`src/rtl/htsa_mul.sv`:
```
// Shared signed multiplier with a registered product.
// Serves the time scaling, the powers of u and the Hermite products.
`default_nettype none

module htsa_mul #(
	parameter int A_W = 19,
	parameter int B_W = 33
) (
	input  wire logic                    clk,
	input  wire logic signed [A_W-1:0]   a,
	input  wire logic signed [B_W-1:0]   b,
	output logic      signed [A_W+B_W-1:0] p
);

	logic signed [A_W+B_W-1:0] p_q;

	always_ff @(posedge clk) begin
		p_q <= a * b;
	end

	assign p = p_q;

endmodule

`default_nettype wire

```
`config.mk`:
```
export PLATFORM = sky130hd
export DESIGN_NAME = htsa_mul
export DESIGN_NICKNAME = d
export VERILOG_FILES = /design/src/rtl/htsa_mul.sv
export SDC_FILE = /design/constraint.sdc
export NUM_CORES = 2
export LEC_CHECK = 0
export BUFFER_PORTS_ARGS = -buffer_cell sky130_fd_sc_hd__buf_2
export CAP_MARGIN = 20
export CORE_MARGIN = 2
export CORE_UTILIZATION = 50
export DETAILED_ROUTE_END_ITERATION = 16
export MAX_ROUTING_LAYER = met4
export PLACE_DENSITY_LB_ADDON = 0.12
export SLEW_MARGIN = 20
export SYNTH_ARGS = -nofsm -noshare
export SYNTH_HDL_FRONTEND = slang
export SYNTH_SLANG_ARGS = --single-unit
```
`constraint.sdc`:
```
create_clock -name clk -period 9.85 [get_ports clk]
set_clock_uncertainty 0.1 [all_clocks]
set_input_delay 0.4925 -clock clk [delete_from_list [all_inputs] [get_ports clk]]
set_output_delay 0.4925 -clock clk [all_outputs]
set_load 0.03 [all_outputs]
```
==> reports/results.tsv <==
metric	value	unit
run_status	finished clean	
die_h	217	microns
wl_met1	23100	microns
final_common_cell	fa_1	
portBuffers	104	
path_max_fanout	33	
ios	105	
cts_tree	done	
top_layer	met4	
cts_buffers	5	
synthTopCellsByArea	fa_1 54%, inv_1 9.7%, and2_1 8.0%	
drtIter0Drc	853	
ys_ff_latch	52	
synthArstFlopShare	0	
cp.required	10.00	ns
register_area	0.00104	sq mm
syn_area	0.0227	sq mm
grt_max_degree	34	
drtAntennaViolNets	0	
post-route-period-util	0.768	
yosysTopAreaCell	fa_1	
hp-class	input pin to flop	
clk_path_buf_depth	2	
grt_usage	0.270	
synth_warnings	0	
cts_hold_buf	0	
yosys.area.top_type_share	0.535	
first_pass_iters	6	
grt.overflow.total	0	
rsz0062_at_grt	false	
cts.clk_slew.worst_paths	0.08	ns
cts_resized	0	
hold_depth	2	
worstMarginPinSlew	0.995	ns
hpwl	47100	microns
grt_pass1_wl	94800	microns
wl_per_cell	18.9	microns
crit_arrival	7.71	ns
synth_top_flop_cell	dfxtp_1	
cts.sink_count	52	
grt_pass1_vias	17600	
worst_hold_slack	0.574	ns
rows	78	
hold_start	b[0]	
die_area	0.0471	sq mm
endpoint_kind	flop	
fp.dieW	217	microns
synth_edf_count	0	
final_cell_mix	607 x fa_1, 585 x inv_1, 333 x nand2_1	
fmax	0.132	GHz
tns	0	ns
drive_above_1_share	0.0521	
startpoint_type	input pin	
setup_ws	2.29	ns
cts_max_level	2	
initial_utilization	0.504	
cts_root_buf	clkbuf_16	
syn_inst	2435	
core_region_area	0.0451	sq mm
vias_per_cell	5.22	
route.met3.wl	3110	microns
route.met2.wl	29000	microns
largest_register_ffs	52	
ys_seq_area_frac	0.0458	
post-cts-setup-buffer-count	0	
drc	0	
synth_area_per_cell	9.33	sq um
dpl_worst_slack	1.97	ns
nFillCells	4266	
min_to	p[0]	
syn-num-nets	3236	
final_util	0.526	
routabilityCongestion	0.914	
critPathKind	input pin to flop	
nets	3236	
wirelength	57500	microns
antenna_cells	0	
multi_input_area	0.0190	sq mm
fin_crit	7.56	ns
drv_cap	0	
setup_viol	0	
vias	15900	
slew_viol_final	0	
hold_viol	0	
area_delta_synth_final	4.51	%
synth_cell_types	51	
antenna_found_initial	1	
relSlewSlack	0.330	
==> how the worst max path moves through the flow <==
stage | end | cells past startpoint | slack (ns) | startpoint
6_report | p[50] | 24 | 2.29 | a[1]
4_1_cts | p[50] | 24 | 2.35 | a[1]
5_1_grt | p[51] | 23 | 2.08 | a[12]
2_1_floorplan | p[48] | 23 | 2.80 | b[32]
3_3_place_gp | p[43] | 23 | 2.09 | a[12]
3_5_place_dp | p[50] | 24 | 1.97 | a[1]
==> kinds of logic after synthesis <==
group	count (synthesis)	synth area share
AO/OA/AOI/OAI	145	0.0438
adder cells (fa/ha/maj)	748	0.613
AND/OR/NAND/NOR	731	0.160
buffers and inverters	703	0.116
XOR/XNOR	54	0.0208
flip-flops	52	0.0458
multiplexers	2	0.000992
==> worst max-delay path, stage by stage <==
cell      delay, ns
buf_2          0.45
and2_1         0.24
fa_1           0.41
fa_1           0.51
inv_1          0.05
fa_1           0.48
inv_1          0.05
fa_1           0.50
inv_1          0.06
fa_1           0.54
inv_1          0.05
fa_1           0.45
ha_1           0.29
ha_1           0.35
a21o_1         0.20
a21oi_1        0.18
o21ai_0        0.10
a21oi_1        0.61
o21bai_1       0.29
a21boi_0       0.23
buf_4          0.20
o21ai_0        0.38
a21o_1         0.31
a311oi_1       0.26
==> metrics by stage <==
step	instance area, sq um	cells
finish	23700	3036
detailed placement	23600	3028
global route	23700	3036
floorplan	22700	2435
global placement	23600	3028
CTS	23700	3036
==> routing by layer <==
| layer | vias up | global-route usage |
|---|---|---|
| li1 | 7019 | - |
| met1 | 8276 | 0.345 |
| met2 | 448 | 0.447 |
| met3 | 108 | 0.0331 |
| met4 | 0 | 0.0966 |
| met5 | - | - |
==> area by class of cell <==
cell class,instances,share of cell area
multi-input cells,1680,0.802
inverters,586,0.0927
flip-flops and latches,52,0.0439
well taps,600,0.0316
repair buffers,110,0.0238
clock buffers,5,0.00527
clock inverters,3,0.000896
==> cells in the mapped netlist, drive strengths merged, types with 13 or more instances <==
| cell | instances |
|---|---|
| dfxtp | 52 |
| a21o | 32 |
| ha | 141 |
| nor2 | 49 |
| a21oi | 45 |
| fa | 607 |
| and2 | 290 |
| nand2 | 333 |
| inv | 585 |
| nand2b | 13 |
| o21ai | 21 |
| xnor2 | 32 |
| clkbuf | 117 |
| xor2 | 22 |
Power is left out: the tool's default activity adds up to more than one toggle a clock period on the data nets, which glitch-free logic cannot reach.
