===== src/rtl/htsa_div.sv =====
// Restoring divider, one quotient bit per cycle, for the segment position.
// The caller guarantees that the top DSOR_W dividend bits are below the
// divisor, so the quotient fits in HEAD_W + EXT_W bits. No package needed.
`default_nettype none

module htsa_div #(
	parameter int DSOR_W = 32,
	parameter int HEAD_W = 7,
	parameter int EXT_W  = 16
) (
	input  wire logic                       clk,
	input  wire logic                       arst_n,
	input  wire logic                       start,
	input  wire logic [DSOR_W+HEAD_W-1:0]   dividend,
	input  wire logic [DSOR_W-1:0]          divisor,
	output logic                            busy,
	output logic      [HEAD_W+EXT_W-1:0]    quotient
);

	localparam int QUOT_W = HEAD_W + EXT_W;
	localparam int CNT_W  = $clog2(QUOT_W + 1);

	logic [CNT_W-1:0]  cnt_q;
	logic [DSOR_W-1:0] rem_q;
	logic [DSOR_W-1:0] d_q;
	logic [QUOT_W-1:0] sh_q;
	logic [DSOR_W+1:0] diff;

	// The shift register feeds dividend bits in at the top and collects
	// quotient bits at the bottom.
	assign diff = {1'b0, rem_q, sh_q[QUOT_W-1]} - {2'b00, d_q};
	assign busy = (cnt_q != '0);
	assign quotient = sh_q;

	always_ff @(posedge clk or negedge arst_n) begin
		if (!arst_n) begin
			cnt_q <= '0;
		end else if (start) begin
			cnt_q <= CNT_W'(QUOT_W);
		end else if (busy) begin
			cnt_q <= cnt_q - CNT_W'(1);
		end
	end

	always_ff @(posedge clk) begin
		if (start) begin
			rem_q <= dividend[DSOR_W+HEAD_W-1:HEAD_W];
			sh_q  <= {dividend[HEAD_W-1:0], {EXT_W{1'b0}}};
			d_q   <= divisor;
		end else if (busy) begin
			if (!diff[DSOR_W+1]) begin
				rem_q <= diff[DSOR_W-1:0];
				sh_q  <= {sh_q[QUOT_W-2:0], 1'b1};
			end else begin
				rem_q <= {rem_q[DSOR_W-2:0], sh_q[QUOT_W-1]};
				sh_q  <= {sh_q[QUOT_W-2:0], 1'b0};
			end
		end
	end

endmodule

`default_nettype wire


===== config.mk =====
export PLATFORM = sky130hd
export DESIGN_NAME = htsa_div
export DESIGN_NICKNAME = d
export VERILOG_FILES = /design/src/rtl/htsa_div.sv
export SDC_FILE = /design/constraint.sdc
export NUM_CORES = 1
export LEC_CHECK = 0
export BUFFER_PORTS_ARGS = -buffer_cell sky130_fd_sc_hd__buf_2
export CORE_ASPECT_RATIO = 1.1
export CORE_MARGIN = 2
export CORE_UTILIZATION = 40
export CTS_CLUSTER_SIZE = 24
export DETAILED_ROUTE_END_ITERATION = 12
export SLEW_MARGIN = 20
export SYNTH_ARGS = -nofsm -noshare
export SYNTH_HDL_FRONTEND = slang
export SYNTH_SLANG_ARGS = --single-unit

===== constraint.sdc =====
create_clock -name clk -period 5 [get_ports clk]
set_input_delay 0.25 -clock clk [delete_from_list [all_inputs] [get_ports clk]]
set_output_delay 0.25 -clock clk [all_outputs]
set_load 0.05 [all_outputs]

==> out/qor.log <==
qor: drt.wire_length_on_met3 699 um
qor: die.fp.dieArea 14900 um2
qor: place.dpl_hpwl 9530 um
qor: cts.cts_tree done
qor: layout.num-nets-final 780
qor: power_and_ir_drop.vdd.ir_drop.worst 0.241 mV
qor: setup_path.max_stage_delay 820 ps
qor: power_and_ir_drop.power.internal 2.14 mW
qor: drt.drt.antenna.violating_nets 0
qor: layout.mostFrequentLayoutCell sky130_fd_sc_hd__nand2_1
qor: setup_path.setup.worst_path.start_class flip-flop
qor: place.port_buffers 97
qor: run.drv.max_cap_violation_count 0
qor: synth.synthArstFlopShare 5.43%
qor: layout.fillerInstances 1352
qor: synth.ys_seq_area_share 46.2%
qor: drt.drcViolationCount 0
qor: synth.synth.distinct_cells 64
qor: cts.clockBufferDepth 2
qor: sta.post-route-min-period 3670 ps
qor: sta.totalNegativeSetupSlack 0 ps
qor: layout.area_of_the_multi_input_gates 2680 um2
qor: cts.clock-root-buffer sky130_fd_sc_hd__clkbuf_16
qor: synth.synth_area_leaders sky130_fd_sc_hd__edfxtp_1 38%, sky130_fd_sc_hd__ha_1 7.4%, sky130_fd_sc_hd__nand2_1 6.9%, sky130_fd_sc_hd__dfxtp_1 5.7%, sky130_fd_sc_hd__a21oi_1 4.2%
qor: synth.yosys_warnings 0
qor: layout.layout_common_cells 103 x sky130_fd_sc_hd__nand2_1, 96 x sky130_fd_sc_hd__buf_2, 71 x sky130_fd_sc_hd__edfxtp_1
qor: setup_path.worstPathMaxFanout 23
qor: layout.area_growth 16.7%
qor: power_and_ir_drop.pwr-share-seq 30.8%
qor: cts.cts_htree_levels 3
qor: setup_path.cp_data_arrival_time 3780 ps
qor: die.std_cell_rows 45
qor: cts.cts.sink_count 92
qor: synth.synthesis.instances 584
qor: power_and_ir_drop.power.combinational.fraction 50.7%
qor: layout.final_area 6500 um2
qor: sta.worst_hold_slack 63.4 ps
qor: drt.met2WireLength 6350 um
qor: setup_path.crit_type reg -> reg
qor: global_route.grt-ovfl-total 0
qor: global_route.initial_antenna_violation_count 1
qor: synth.syn_area 5580 um2
qor: global_route.groute.usage.overall 18.2%
qor: power_and_ir_drop.leakage 2.85 nW
qor: drt.drt-total-wl 13100 um
qor: global_route.maximum_number_of_pins_on_one_net_before_global_route_repair 48
qor: global_route.grt_first_pass_wirelength 21400 um
qor: setup_path.critical_path_buf_inv_count 0
qor: setup_path.cp_data_required_time 5110 ps
qor: drt.initialDrtViolationCount 253
qor: synth.ys_dominant_reg_cell sky130_fd_sc_hd__edfxtp_1
qor: sta.timing.final.hold_violations 0
qor: synth.ys_ff_latch 92
qor: cts.clkLatencyLatePin 360 ps
qor: sta.worst_slew_margin_rel 34.8%
qor: drt.via_count 4545
qor: power_and_ir_drop.share_of_power_burned_in_the_clock_network 18.4%
qor: sta.grt_setup_unrepaired false
qor: sta.worst_pin_slew 979 ps
qor: die.fp.dieW 117 um
qor: synth.synth_nets 692
qor: layout.area.sequential 2580 um2
qor: power_and_ir_drop.power_switching 1.52 mW
qor: synth.synth_top_area_share 38.2%
qor: die.initial_utilization 40.6%
qor: synth.synth_edf_count 71
qor: synth.syn_avg_cell_area 9.55 um2
qor: global_route.via_count_of_the_first_global_routing_pass 4603
qor: drt.drt_first_pass_iters 4
qor: cts.worst_setup_hold_path_clk_slew 70 ps
qor: sta.timing_max_transition_violations_final 0
qor: die.vert_die_dim 128 um
qor: synth.post-synth-top-area-cell sky130_fd_sc_hd__edfxtp_1
qor: drt.viasPerCell 5.25
qor: drt.route.detailed.wl_per_inst 15.2 um
qor: setup_path.timing.critical_path.max_delay_family compound AO/OA/AOI/OAI gates
qor: sta.achievable-frequency 272 MHz
qor: setup_path.cp_slowest_cell sky130_fd_sc_hd__or3_1
qor: cts.cts_buffer_count 9
qor: power_and_ir_drop.pwr_density_cell 563 nW/um2
qor: min_path.hp-class in -> reg
qor: sta.worst_clock_skew 10.9 ps
qor: layout.diodes 0
qor: cts.cts.repair_timing.setup_buffer_count 0
qor: setup_path.end_kind flip-flop
qor: sta.post-route-period-util 73.4%
qor: run_status.result_of_the_run finished, final reports clean
qor: die.coreArea 13700 um2
qor: place.detailed_place.area 6210 um2
qor: drt.met1_layer_wirelength_in_the_final_routing 5800 um
qor: sta.setup_viol 0
qor: setup_path.cells_along_the_critical_path ha_1, nor2b_1, o2111ai_1, a211oi_4, o211ai_4, a2111oi_4, or3_1, o221ai_1, mux2_2
qor: die.io_pins 98
qor: layout.drive_gt1_share 20.4%
qor: power_and_ir_drop.power_switching_share 41.5%
qor: place.gp_congestion 0.877
qor: drt.top_layer met5
[routing by layer]
layer / vias to the layer above / track usage, %
met5: - / 0
met2: 94 / 30.1
met3: 18 / 4.11
met4: 2 / 8.17
li1: 2284 / -
met1: 2147 / 22.7
[state kept, by name, indices dropped and copies added (netlist names)]
signal / flops
d_q: 32
rem_q: 32
cnt_q: 5
quotient: 23
[path summary, 6_finish.rpt]
check                             start            to  slack, ps  depth (start not counted)
setup / recovery               rem_q[0]     rem_q[29]       1330                          9
max in group asynchronous        arst_n      cnt_q[1]       4640                          2
min in group asynchronous        arst_n      cnt_q[3]        230                          2
hold reg to reg            quotient[11]  quotient[11]        470                          2
hold / removal              divisor[23]       d_q[23]         60                          1
setup reg to reg               rem_q[0]     rem_q[29]       1330                          9
[Yosys cell counts (7+ instances only)]
cell and instances:
sky130_fd_sc_hd__nand2_1 103, sky130_fd_sc_hd__edfxtp_1 71, sky130_fd_sc_hd__a21oi_1 47, sky130_fd_sc_hd__inv_1 46, sky130_fd_sc_hd__nor2_1 42, sky130_fd_sc_hd__ha_1 33, sky130_fd_sc_hd__clkbuf_1 21, sky130_fd_sc_hd__o21ai_0 21
sky130_fd_sc_hd__a31oi_1 17, sky130_fd_sc_hd__dfxtp_1 16, sky130_fd_sc_hd__xnor2_1 11, sky130_fd_sc_hd__a21o_1 10, sky130_fd_sc_hd__xor2_1 10, sky130_fd_sc_hd__nand3_1 9, sky130_fd_sc_hd__and3_1 8, sky130_fd_sc_hd__a221o_1 7
sky130_fd_sc_hd__mux2i_1 7
[what timing repair did]
action / 4_1_cts / 5_1_grt
gates resized for setup: 0 / 0
hold buffers: 1 / 0
hold endpoints to repair: 5 / 0
[kinds of logic (layout without fill, tap and decap cells)]
family | Yosys count | count (layout) | synth area share, %
simple gates | 196 | 196 | 15.8
compound gates | 157 | 157 | 19.4
flops | 92 | 92 | 46.2
buf+inv | 75 | 168 | 5.86
fa+ha+maj | 34 | 34 | 7.76
xor+xnor | 21 | 21 | 3.30
mux | 9 | 9 | 1.66
[worst register-to-register path: cells and delay by family (launching register included)]
kind	cells	cell delay, ps
and+or+nand+nor	2	1000
muxes	1	300
AOI/OAI and AO/OA	5	1400
DFF	1	440
adders and majority gates	1	300
[final cells by class]
class / count / share of cell area, %
clock inverter: 7 / 0.962
timing repair buffer: 105 / 8.46
tap: 188 / 3.62
sequential: 92 / 39.6
clock buffer: 9 / 3.46
inverter: 47 / 2.71
multi-input combinational: 417 / 41.2
[power by group through the flow]
stage	clock, mW	combinational (mW)	sequential, mW
after floorplan	0	1.45	1.16
after global placement	0	1.81	1.14
after detailed placement	0	1.83	1.15
after CTS	0.695	1.85	1.13
after global routing	0.720	2.06	1.15
final	0.675	1.86	1.13
[stage by stage]
step                      cells  power, mW  utilization [%]  setup WS [ps]
after floorplan             584       2.61                -           1580
after global placement      848       2.95             45.2           1480
after detailed placement    848       2.98             45.2           1400
after CTS                   865       3.67             47.3           1400
after global routing        865       3.93             47.3           1170
final                       865       3.67             47.3           1330
No activity file was read; power rests on OpenSTA's default activity.
